<file path="src/rtl/jbq_pkg.sv">
// Shared constants, tables and codes for the JPEG block quantizer.
`timescale 1ns / 1ps

package jbq_pkg;

    // Block geometry and field widths
    localparam int BLOCK_DIM = 8;
    localparam int POS_W     = $clog2(BLOCK_DIM);
    localparam int COEF_W    = 16;
    localparam int OUT_W     = 32;
    localparam int QUAL_W    = 7;
    localparam int CFG_W     = QUAL_W;

    // Internal datapath widths
    localparam int MAG_W     = COEF_W;          // magnitude of a coefficient, up to 2^15
    localparam int BASE_W    = 8;
    localparam int SCALE_W   = 14;              // up to 10000
    localparam int PROD_W    = 21;              // base * scale, up to 1500000
    localparam int PRE_W     = 6;               // times 64 before the divide by 25
    localparam int RECIP_W   = 28;
    localparam int RECIP_SHIFT = 32;
    localparam int WIDE_W    = PROD_W + PRE_W + RECIP_W;
    localparam int STEP_W    = 23;              // Q8 step, up to 5760000
    localparam int NUM_W     = 23;              // 32 * |c| + step
    localparam int DEN_W     = STEP_W + 1;      // 2 * step
    localparam int QUO_W     = 12;              // quantized level magnitude, up to 2048
    localparam int MUL_W     = MAG_W + STEP_W;  // |c| * step
    localparam int DIV_STAGES = QUO_W;

    // Reciprocal of 25, exact for every product below 2^27
    localparam logic [RECIP_W-1:0] RECIP_25 = 28'd171798692;

    // Quality handling
    localparam logic [QUAL_W-1:0] QUAL_RESET = 7'd50;
    localparam logic [QUAL_W-1:0] QUAL_MIN   = 7'd1;
    localparam logic [QUAL_W-1:0] QUAL_MAX   = 7'd100;
    localparam logic [QUAL_W-1:0] QUAL_KNEE  = 7'd50;
    localparam logic [QUAL_W:0]   SCALE_TOP  = 8'd200;

    // One in Q8
    localparam logic [STEP_W-1:0] STEP_ONE = 23'd256;

    // Register indexes
    typedef enum logic [0:0] {
        REG_QUALITY   = 1'b0,
        REG_DIRECTION = 1'b1
    } t_reg_idx;

    // Direction codes
    typedef enum logic {
        DIR_QUANT   = 1'b0,
        DIR_DEQUANT = 1'b1
    } t_dir;

    // Base table, indexed by {row, col}
    localparam logic [BASE_W-1:0] BASE_TABLE [BLOCK_DIM*BLOCK_DIM] = '{
        8'd32,  8'd33,  8'd34,  8'd37,  8'd50,  8'd60,  8'd70,  8'd80,
        8'd33,  8'd35,  8'd36,  8'd44,  8'd53,  8'd75,  8'd85,  8'd90,
        8'd34,  8'd36,  8'd40,  8'd45,  8'd55,  8'd78,  8'd90,  8'd95,
        8'd37,  8'd44,  8'd45,  8'd50,  8'd65,  8'd95,  8'd97,  8'd98,
        8'd50,  8'd53,  8'd55,  8'd65,  8'd80,  8'd100, 8'd110, 8'd115,
        8'd60,  8'd75,  8'd78,  8'd95,  8'd100, 8'd120, 8'd125, 8'd130,
        8'd70,  8'd85,  8'd90,  8'd97,  8'd110, 8'd125, 8'd140, 8'd145,
        8'd80,  8'd90,  8'd95,  8'd98,  8'd115, 8'd130, 8'd145, 8'd150
    };

    // 10000 / quality for quality below the knee; entry zero is never read
    localparam int SCALE_ENTRIES = 50;
    localparam logic [SCALE_W-1:0] SCALE_TABLE [SCALE_ENTRIES] = '{
        14'd10000, 14'd10000, 14'd5000, 14'd3333, 14'd2500,
        14'd2000,  14'd1666,  14'd1428, 14'd1250, 14'd1111,
        14'd1000,  14'd909,   14'd833,  14'd769,  14'd714,
        14'd666,   14'd625,   14'd588,  14'd555,  14'd526,
        14'd500,   14'd476,   14'd454,  14'd434,  14'd416,
        14'd400,   14'd384,   14'd370,  14'd357,  14'd344,
        14'd333,   14'd322,   14'd312,  14'd303,  14'd294,
        14'd285,   14'd277,   14'd270,  14'd263,  14'd256,
        14'd250,   14'd243,   14'd238,  14'd232,  14'd227,
        14'd222,   14'd217,   14'd212,  14'd208,  14'd204
    };

endpackage

</file>
<file path="src/rtl/jpeg_block_quantizer.sv">
// Top level of the JPEG block quantizer: quality-scaled step and pipelined divide/multiply.
`timescale 1ns / 1ps

// Usage
// - Input channel: i_valid / o_stall with i_coef_row, i_coef_col, i_coef_value. An item is
//   taken at a rising edge where i_valid is high and o_stall is low.
// - Output channel: o_valid / i_stall with o_out_value, one result per item, in order.
// - Configuration: i_cfg_we, i_cfg_idx, i_cfg_data; quality (index 0) and direction
//   (index 1). Write only while no item is in flight.
// - Throughput: one item per cycle while o_stall is low. The step is built in four stages (table lookups,
//   base times scale, reciprocal multiply by 1/25, floor and quadrant factor), a fifth
//   stage forms the divide operands and the dequantize product, and the divide is a
//   restoring divider with one quotient bit per stage, twelve stages.
// - Path: an accepted item passes stages 1 to 5, the divider stages and the output register before o_valid rises.
// - Stall: each stage only holds when it is full and the stage after it holds, so
//   empty slots fill up and items keep being taken while a result waits at the output.
//   o_stall rises only when every stage is full and i_stall is high.
// - Reset: synchronous, active low. It empties the pipeline and sets quality to 50 and
//   direction to quantize.
module jpeg_block_quantizer (
    input  logic                           i_clk,
    input  logic                           i_rst_n,
    input  logic                           i_cfg_we,
    input  logic [0:0]                     i_cfg_idx,
    input  logic [jbq_pkg::CFG_W-1:0]      i_cfg_data,
    input  logic                           i_valid,
    output logic                           o_stall,
    input  logic [jbq_pkg::POS_W-1:0]      i_coef_row,
    input  logic [jbq_pkg::POS_W-1:0]      i_coef_col,
    input  logic signed [jbq_pkg::COEF_W-1:0] i_coef_value,
    output logic                           o_valid,
    input  logic                           i_stall,
    output logic signed [jbq_pkg::OUT_W-1:0] o_out_value
);

    localparam int POS_W    = jbq_pkg::POS_W;
    localparam int QUAL_W   = jbq_pkg::QUAL_W;
    localparam int MAG_W    = jbq_pkg::MAG_W;
    localparam int BASE_W   = jbq_pkg::BASE_W;
    localparam int SCALE_W  = jbq_pkg::SCALE_W;
    localparam int PROD_W   = jbq_pkg::PROD_W;
    localparam int PRE_W    = jbq_pkg::PRE_W;
    localparam int WIDE_W   = jbq_pkg::WIDE_W;
    localparam int STEP_W   = jbq_pkg::STEP_W;
    localparam int NUM_W    = jbq_pkg::NUM_W;
    localparam int DEN_W    = jbq_pkg::DEN_W;
    localparam int QUO_W    = jbq_pkg::QUO_W;
    localparam int MUL_W    = jbq_pkg::MUL_W;
    localparam int OUT_W    = jbq_pkg::OUT_W;
    localparam int NDIV     = jbq_pkg::DIV_STAGES;
    localparam int RR_W     = MUL_W + 1 - 4;
    localparam int TRIAL_W  = DEN_W + QUO_W;

    // Configuration registers
    logic [QUAL_W-1:0]   r_quality;
    logic                r_direction;

    // Stage 1: lookups
    logic                r1_valid, r1_dir, r1_neg, r1_quad;
    logic [MAG_W-1:0]    r1_mag;
    logic [BASE_W-1:0]   r1_base;
    logic [SCALE_W-1:0]  r1_scale;
    // Stage 2: base times scale
    logic                r2_valid, r2_dir, r2_neg, r2_quad;
    logic [MAG_W-1:0]    r2_mag;
    logic [PROD_W-1:0]   r2_prod;
    // Stage 3: reciprocal product
    logic                r3_valid, r3_dir, r3_neg, r3_quad;
    logic [MAG_W-1:0]    r3_mag;
    logic [WIDE_W-1:0]   r3_wide;
    // Stage 4: final step
    logic                r4_valid, r4_dir, r4_neg;
    logic [MAG_W-1:0]    r4_mag;
    logic [STEP_W-1:0]   r4_step;
    // Stage 5: divide operands and dequantize product
    logic                r5_valid, r5_dir, r5_neg;
    logic [NUM_W-1:0]    r5_num;
    logic [DEN_W-1:0]    r5_den;
    logic [MUL_W-1:0]    r5_mul;
    // Divider stages
    logic                r_dv   [NDIV];
    logic                r_ddir [NDIV];
    logic                r_dneg [NDIV];
    logic [NUM_W-1:0]    r_drem [NDIV];
    logic [DEN_W-1:0]    r_dden [NDIV];
    logic [QUO_W-1:0]    r_dquo [NDIV];
    logic [OUT_W-1:0]    r_dres [NDIV];
    // Output register
    logic                r_out_valid;
    logic [OUT_W-1:0]    r_out_value;

    // Next values
    logic [QUAL_W-1:0]   w_q;
    logic                n1_neg, n1_quad;
    logic [MAG_W-1:0]    n1_mag;
    logic [BASE_W-1:0]   n1_base;
    logic [SCALE_W-1:0]  n1_scale;
    logic [QUAL_W:0]     w_lin_scale;
    logic [BASE_W+SCALE_W-1:0] w_prod_full;
    logic [PROD_W-1:0]   n2_prod;
    logic [WIDE_W-1:0]   n3_wide;
    logic [STEP_W-1:0]   w_step0, w_floor, n4_step;
    logic [NUM_W-1:0]    n5_num;
    logic [DEN_W-1:0]    n5_den;
    logic [MUL_W-1:0]    n5_mul;
    logic [MUL_W:0]      w_round;
    logic [RR_W-1:0]     w_rr;
    logic [OUT_W-1:0]    w_deq;
    logic [NUM_W-1:0]    w_in_rem;
    logic [DEN_W-1:0]    w_in_den;
    logic [QUO_W-1:0]    w_in_quo;
    logic [TRIAL_W-1:0]  w_trial;
    logic [NUM_W-1:0]    n_drem [NDIV];
    logic [QUO_W-1:0]    n_dquo [NDIV];
    logic [OUT_W-1:0]    w_q32, n_out_value;

    // Stage enables
    logic                w_en_out, w_en5, w_en4, w_en3, w_en2, w_en1;
    logic                w_en_div [NDIV];

    // Let a stage move when it is empty or the next one moves
    always_comb begin
        w_en_out = !r_out_valid || !i_stall;
        w_en_div[NDIV-1] = !r_dv[NDIV-1] || w_en_out;
        for (int k = NDIV - 2; k >= 0; k--) begin
            w_en_div[k] = !r_dv[k] || w_en_div[k+1];
        end
        w_en5 = !r5_valid || w_en_div[0];
        w_en4 = !r4_valid || w_en5;
        w_en3 = !r3_valid || w_en4;
        w_en2 = !r2_valid || w_en3;
        w_en1 = !r1_valid || w_en2;
    end

    assign o_stall     = !w_en1;
    assign o_valid     = r_out_valid;
    assign o_out_value = r_out_value;

    // Clamp quality and look up base and scale
    always_comb begin
        w_q = r_quality;
        if (w_q < jbq_pkg::QUAL_MIN) begin
            w_q = jbq_pkg::QUAL_MIN;
        end
        if (w_q > jbq_pkg::QUAL_MAX) begin
            w_q = jbq_pkg::QUAL_MAX;
        end
        w_lin_scale = jbq_pkg::SCALE_TOP - {w_q, 1'b0};
        if (w_q < jbq_pkg::QUAL_KNEE) begin
            n1_scale = jbq_pkg::SCALE_TABLE[w_q[5:0]];
        end else begin
            n1_scale = {{(SCALE_W-QUAL_W-1){1'b0}}, w_lin_scale};
        end
        n1_base = jbq_pkg::BASE_TABLE[{i_coef_row, i_coef_col}];
        n1_quad = i_coef_row[POS_W-1] && i_coef_col[POS_W-1];
        n1_neg  = i_coef_value[jbq_pkg::COEF_W-1];
        n1_mag  = n1_neg ? (~$unsigned(i_coef_value) + 16'd1) : $unsigned(i_coef_value);
    end

    // Scale the base, then divide by 25 after the times-64 (256 / 100)
    always_comb begin
        w_prod_full = r1_base * r1_scale;
        n2_prod     = w_prod_full[PROD_W-1:0];
        n3_wide     = {r2_prod, {PRE_W{1'b0}}} * jbq_pkg::RECIP_25;
    end

    // Apply the floor of one and the quadrant factor of 1.5
    always_comb begin
        w_step0 = r3_wide[jbq_pkg::RECIP_SHIFT +: STEP_W];
        w_floor = (w_step0 < jbq_pkg::STEP_ONE) ? jbq_pkg::STEP_ONE : w_step0;
        n4_step = r3_quad ? (w_floor + (w_floor >> 1)) : w_floor;
    end

    // Form the rounding divide operands and the dequantize product
    always_comb begin
        n5_num = {2'b00, r4_mag, 5'b00000} + r4_step;
        n5_den = {r4_step, 1'b0};
        n5_mul = r4_mag * r4_step;
    end

    // Round and saturate the dequantized value
    always_comb begin
        w_round = {1'b0, r5_mul} + 40'd8;
        w_rr    = w_round[MUL_W:4];
        if (r5_neg) begin
            if (w_rr > 36'h080000000) begin
                w_deq = 32'h80000000;
            end else begin
                w_deq = 32'd0 - w_rr[OUT_W-1:0];
            end
        end else begin
            if (w_rr > 36'h07FFFFFFF) begin
                w_deq = 32'h7FFFFFFF;
            end else begin
                w_deq = w_rr[OUT_W-1:0];
            end
        end
    end

    // Restoring divide, one quotient bit per stage, most significant first
    always_comb begin
        w_in_rem = '0;
        w_in_den = '0;
        w_in_quo = '0;
        w_trial  = '0;
        for (int k = 0; k < NDIV; k++) begin
            if (k == 0) begin
                w_in_rem = r5_num;
                w_in_den = r5_den;
                w_in_quo = '0;
            end else begin
                w_in_rem = r_drem[k-1];
                w_in_den = r_dden[k-1];
                w_in_quo = r_dquo[k-1];
            end
            w_trial = {{QUO_W{1'b0}}, w_in_den} << (QUO_W - 1 - k);
            if ({{(TRIAL_W-NUM_W){1'b0}}, w_in_rem} >= w_trial) begin
                n_drem[k] = w_in_rem - w_trial[NUM_W-1:0];
                n_dquo[k] = w_in_quo | (QUO_W'(1) << (QUO_W - 1 - k));
            end else begin
                n_drem[k] = w_in_rem;
                n_dquo[k] = w_in_quo;
            end
        end
    end

    // Pick the result and apply the sign for quantize
    always_comb begin
        w_q32 = {{(OUT_W-QUO_W){1'b0}}, r_dquo[NDIV-1]};
        if (r_ddir[NDIV-1] == jbq_pkg::DIR_DEQUANT) begin
            n_out_value = r_dres[NDIV-1];
        end else if (r_dneg[NDIV-1]) begin
            n_out_value = 32'd0 - w_q32;
        end else begin
            n_out_value = w_q32;
        end
    end

    // Hold configuration and advance valid bits
    always_ff @(posedge i_clk) begin
        if (!i_rst_n) begin
            r_quality   <= jbq_pkg::QUAL_RESET;
            r_direction <= jbq_pkg::DIR_QUANT;
            r1_valid    <= 1'b0;
            r2_valid    <= 1'b0;
            r3_valid    <= 1'b0;
            r4_valid    <= 1'b0;
            r5_valid    <= 1'b0;
            for (int k = 0; k < NDIV; k++) begin
                r_dv[k] <= 1'b0;
            end
            r_out_valid <= 1'b0;
        end else begin
            if (i_cfg_we) begin
                unique case (i_cfg_idx)
                    jbq_pkg::REG_QUALITY:   r_quality   <= i_cfg_data;
                    jbq_pkg::REG_DIRECTION: r_direction <= i_cfg_data[0];
                endcase
            end
            if (w_en1) r1_valid <= i_valid;
            if (w_en2) r2_valid <= r1_valid;
            if (w_en3) r3_valid <= r2_valid;
            if (w_en4) r4_valid <= r3_valid;
            if (w_en5) r5_valid <= r4_valid;
            if (w_en_div[0]) r_dv[0] <= r5_valid;
            for (int k = 1; k < NDIV; k++) begin
                if (w_en_div[k]) r_dv[k] <= r_dv[k-1];
            end
            if (w_en_out) r_out_valid <= r_dv[NDIV-1];
        end
    end

    // Advance payload with its stage
    always_ff @(posedge i_clk) begin
        if (w_en1) begin
            r1_dir   <= r_direction;
            r1_neg   <= n1_neg;
            r1_quad  <= n1_quad;
            r1_mag   <= n1_mag;
            r1_base  <= n1_base;
            r1_scale <= n1_scale;
        end
        if (w_en2) begin
            r2_dir  <= r1_dir;
            r2_neg  <= r1_neg;
            r2_quad <= r1_quad;
            r2_mag  <= r1_mag;
            r2_prod <= n2_prod;
        end
        if (w_en3) begin
            r3_dir  <= r2_dir;
            r3_neg  <= r2_neg;
            r3_quad <= r2_quad;
            r3_mag  <= r2_mag;
            r3_wide <= n3_wide;
        end
        if (w_en4) begin
            r4_dir  <= r3_dir;
            r4_neg  <= r3_neg;
            r4_mag  <= r3_mag;
            r4_step <= n4_step;
        end
        if (w_en5) begin
            r5_dir <= r4_dir;
            r5_neg <= r4_neg;
            r5_num <= n5_num;
            r5_den <= n5_den;
            r5_mul <= n5_mul;
        end
        if (w_en_div[0]) begin
            r_ddir[0] <= r5_dir;
            r_dneg[0] <= r5_neg;
            r_drem[0] <= n_drem[0];
            r_dden[0] <= r5_den;
            r_dquo[0] <= n_dquo[0];
            r_dres[0] <= w_deq;
        end
        for (int k = 1; k < NDIV; k++) begin
            if (w_en_div[k]) begin
                r_ddir[k] <= r_ddir[k-1];
                r_dneg[k] <= r_dneg[k-1];
                r_drem[k] <= n_drem[k];
                r_dden[k] <= r_dden[k-1];
                r_dquo[k] <= n_dquo[k];
                r_dres[k] <= r_dres[k-1];
            end
        end
        if (w_en_out) begin
            r_out_value <= n_out_value;
        end
    end

endmodule

</file>
<file path="config.mk">
export PLATFORM = sky130hd
export DESIGN_NAME = jpeg_block_quantizer
export DESIGN_NICKNAME = d
export VERILOG_FILES = /design/src/rtl/jbq_pkg.sv /design/src/rtl/jpeg_block_quantizer.sv
export SDC_FILE = /design/constraint.sdc
export NUM_CORES = 2
export LEC_CHECK = 0
export BUFFER_PORTS_ARGS = -buffer_cell sky130_fd_sc_hd__buf_4
export CORE_MARGIN = 1.5
export CORE_UTILIZATION = 25
export DETAILED_ROUTE_END_ITERATION = 6
export PLACE_DENSITY = 0.36
export SKIP_LAST_GASP = 1
export SLEW_MARGIN = 5
export SYNTH_ARGS = -nofsm -noshare
export SYNTH_HDL_FRONTEND = slang
export SYNTH_SLANG_ARGS = --single-unit
</file>
<file path="constraint.sdc">
create_clock -name i_clk -period 18.9 [get_ports i_clk]
set_input_delay 2.835 -clock i_clk [delete_from_list [all_inputs] [get_ports i_clk]]
set_output_delay 2.835 -clock i_clk [all_outputs]
set_load 0.02 [all_outputs]
</file>
==> impl_metrics.json <==
{
  "fin_tns_setup_ps": 0,
  "min_from": "r_dres[1][1]",
  "cp_max_fo": 42,
  "synth_edf_count": 1229,
  "final_common_cell": "edfxtp_1",
  "design.core.area_um2": 315000,
  "port_buffers": 68,
  "hold_path.class": "register to register",
  "area_delta_synth_final_pct": 13.1,
  "die_y_um": 566,
  "min_to": "r_dres[1][33]",
  "pin_count": 69,
  "cap_violations": 0,
  "timing.rr.start": "r4_mag[13]",
  "dr.pass1.iters": 5,
  "globalRouteOverflowTotal": 0,
  "ys_seq_area_share_pct": 47.0,
  "end_kind": "output port",
  "drv_slew": 0,
  "die-area_um2": 320000,
  "grt_max_degree": 85,
  "grt_pass1_wl_mm": 289,
  "drive_gt1_share_pct": 8.60,
  "totalWireLength_mm": 184,
  "nets": 7917,
  "cp_data_arrival_time_ps": 6550,
  "path_common_cell": "buf_4",
  "drc": 0,
  "synthArstFlopShare_pct": 0,
  "clk_path_buf_depth": 4,
  "rr_worst_depth": 19,
  "antenna_found_initial": 3,
  "synth_seq_cells": 1244,
  "drtAntennaViolNets": 0,
  "r2r-end": "r5_mul[33]",
  "grt.total_usage_pct": 11.5,
  "clock_latency_ps": 820,
  "num_rows": 206,
  "crit_chain": "buf_4 > and3_1 > and4_1 > and3_1 > clkinv_2 > nor2_1 > and2_1 > buf_4 > and3_1 > nand3_2 > buf_4 > inv_1 > buf_4",
  "tightest_slew_ps": 1140,
  "finalCriticalPeriod_ps": 9380,
  "synth.avg_cell_area_um2": 12.0,
  "cts_resized": 0,
  "cts_max_level": 4,
  "clkSinkCount": 1244,
  "initialDrtViolationCount": 2161,
  "multiInputGateArea_um2": 37400,
  "cts_tree": "done",
  "synth-main-ff-cell": "edfxtp_1",
  "setup_viol": 0,
  "post-dp-hpwl_mm": 142,
  "clock.fmax_mhz": 107,
  "yosys-top-cells-area": "edfxtp_1, fa_1, ha_1",
  "netlist_area_um2": 79200,
  "whs_path_depth": 0,
  "fin_worst_skew_ps": 80.9,
  "synth_top_cell_by_area": "edfxtp_1",
  "ys_types": 93,
  "yosysTopAreaCellShare_pct": 46.6,
  "globalplace.congestion": 0.829,
  "clk_pin_slew_ps": 60,
  "routed-via-count": 47100,
  "cts_post_setup_buffers_inserted": 0,
  "synth_fp_nets": 7806,
  "slew-limit-headroom_pct": 24.2,
  "hold_viol": 0,
  "slowest_stage": "clkinv_2",
  "rrSetupSlack_ps": 11440,
  "critPathKind": "input pin to output port",
  "routedWlPerCell_um": 16.8,
  "status": "finished, final reports clean",
  "rsz0062_at_grt": "false",
  "fp.dieW_um": 566,
  "final_cell_mix": "edfxtp_1, inv_1, ha_1, nand2_1, fa_1",
  "ctsHoldBuffers": 0,
  "grt_pass1_vias": 50200,
  "ys_warn_count": 0,
  "nFillCells": 32300,
  "synthCells": 6592,
  "vias_per_cell": 4.29,
  "cts_made_buffers": 155,
  "cp-start-kind": "input pin",
  "crit_required_ps": 16070,
  "seq_area_um2": 37200,
  "finalCritPeriodShare_pct": 49.6,
  "clockRootBuffer": "clkbuf_16",
  "start_util_pct": 25.1,
  "max_stage_delay_ps": 550
}
-- metal layers --
metal | track usage (%) | vias up | part of all wire, % | wire length, um
met1 | 14.4 | 23200 | 45 | 82700
li1 | - | 23000 | - | -
met3 | 1.43 | 273 | 3.0 | 5530
met5 | 0 | - | 0 | 0
met2 | 20.5 | 619 | 49 | 90600
met4 | 3.38 | 0 | 2.8 | 5130
-- registers in the layout, summed over array words and instances (netlist names), 18 cells and up --
signal and cells:
r_dden 204, r5_mul 36, r_dres 384, r5_num 23, r4_step 23, r_dquo 78, r2_prod 21, o_out_value 32
r3_wide 23, r5_den 18, r_drem 253
-- critical path: cells and delay by family --
family        cells  cell delay, ps
buf+inv           6            1480
simple gates      7            2210
-- cell usage after synthesis, types with 46 or more instances --
cell type,n
edfxtp_1,1229
inv_1,1039
ha_1,632
nand2_1,571
fa_1,547
nor2_1,278
and2_1,227
a21oi_1,221
xnor2_1,178
o21ai_0,176
mux2_2,162
clkbuf_1,148
xor2_1,94
nand3_1,93
nor3_1,86
a21o_1,76
nor2b_1,50
nand2b_1,46
-- cell families (layout without fill, tap and decap cells) --
kind of cell | after synthesis | after routing | share of synthesized area (%)
buf+inv | 1212 | 1432 | 5.82
compound gates | 869 | 869 | 7.35
fa+ha+maj | 1180 | 1180 | 23.8
other cells | 0 | 2 | 0
flops | 1244 | 1244 | 47.0
xor+xnor | 272 | 272 | 3.01
mux | 202 | 202 | 2.92
simple gates | 1613 | 1613 | 10.1
-- metrics by stage --
step                      util (%)  hold WS [ps]  std cells  worst slack (ps)  instance area [um^2]
after global placement        26.9           401      10700              9500                 84700
after detailed placement      26.9           405      10700              9470                 84700
after CTS                     28.4           353      11000              9470                 89600
final                         28.4           357      11000              9520                 89600
after global routing          28.4           357      11000              9130                 89600
after floorplan                  -           400       6592              8840                 79200
-- area by class of cell --
cell class / count / share of cell area [%]
Timing Repair Buffer: 127 / 1.06
Multi-Input combinational cell: 4136 / 41.8
Inverter: 1039 / 4.36
Antenna cell: 2 / 0.00559
Sequential cell: 1244 / 41.5
Tap cell: 4160 / 5.81
Clock inverter: 70 / 0.834
Clock buffer: 196 / 4.57
-- worst max path at each step --
stage,cells after the start,endpoint,from,slack [ps]
floorplan,10,o_stall,i_stall,8840
global placement,13,o_stall,i_stall,9500
detailed placement,13,o_stall,i_stall,9470
CTS,13,o_stall,i_stall,9470
global route,13,o_stall,i_stall,9130
finish,13,o_stall,i_stall,9520
Power is not shown: default switching activity piles up to over one toggle a cycle in this logic, so the estimate is an artifact.
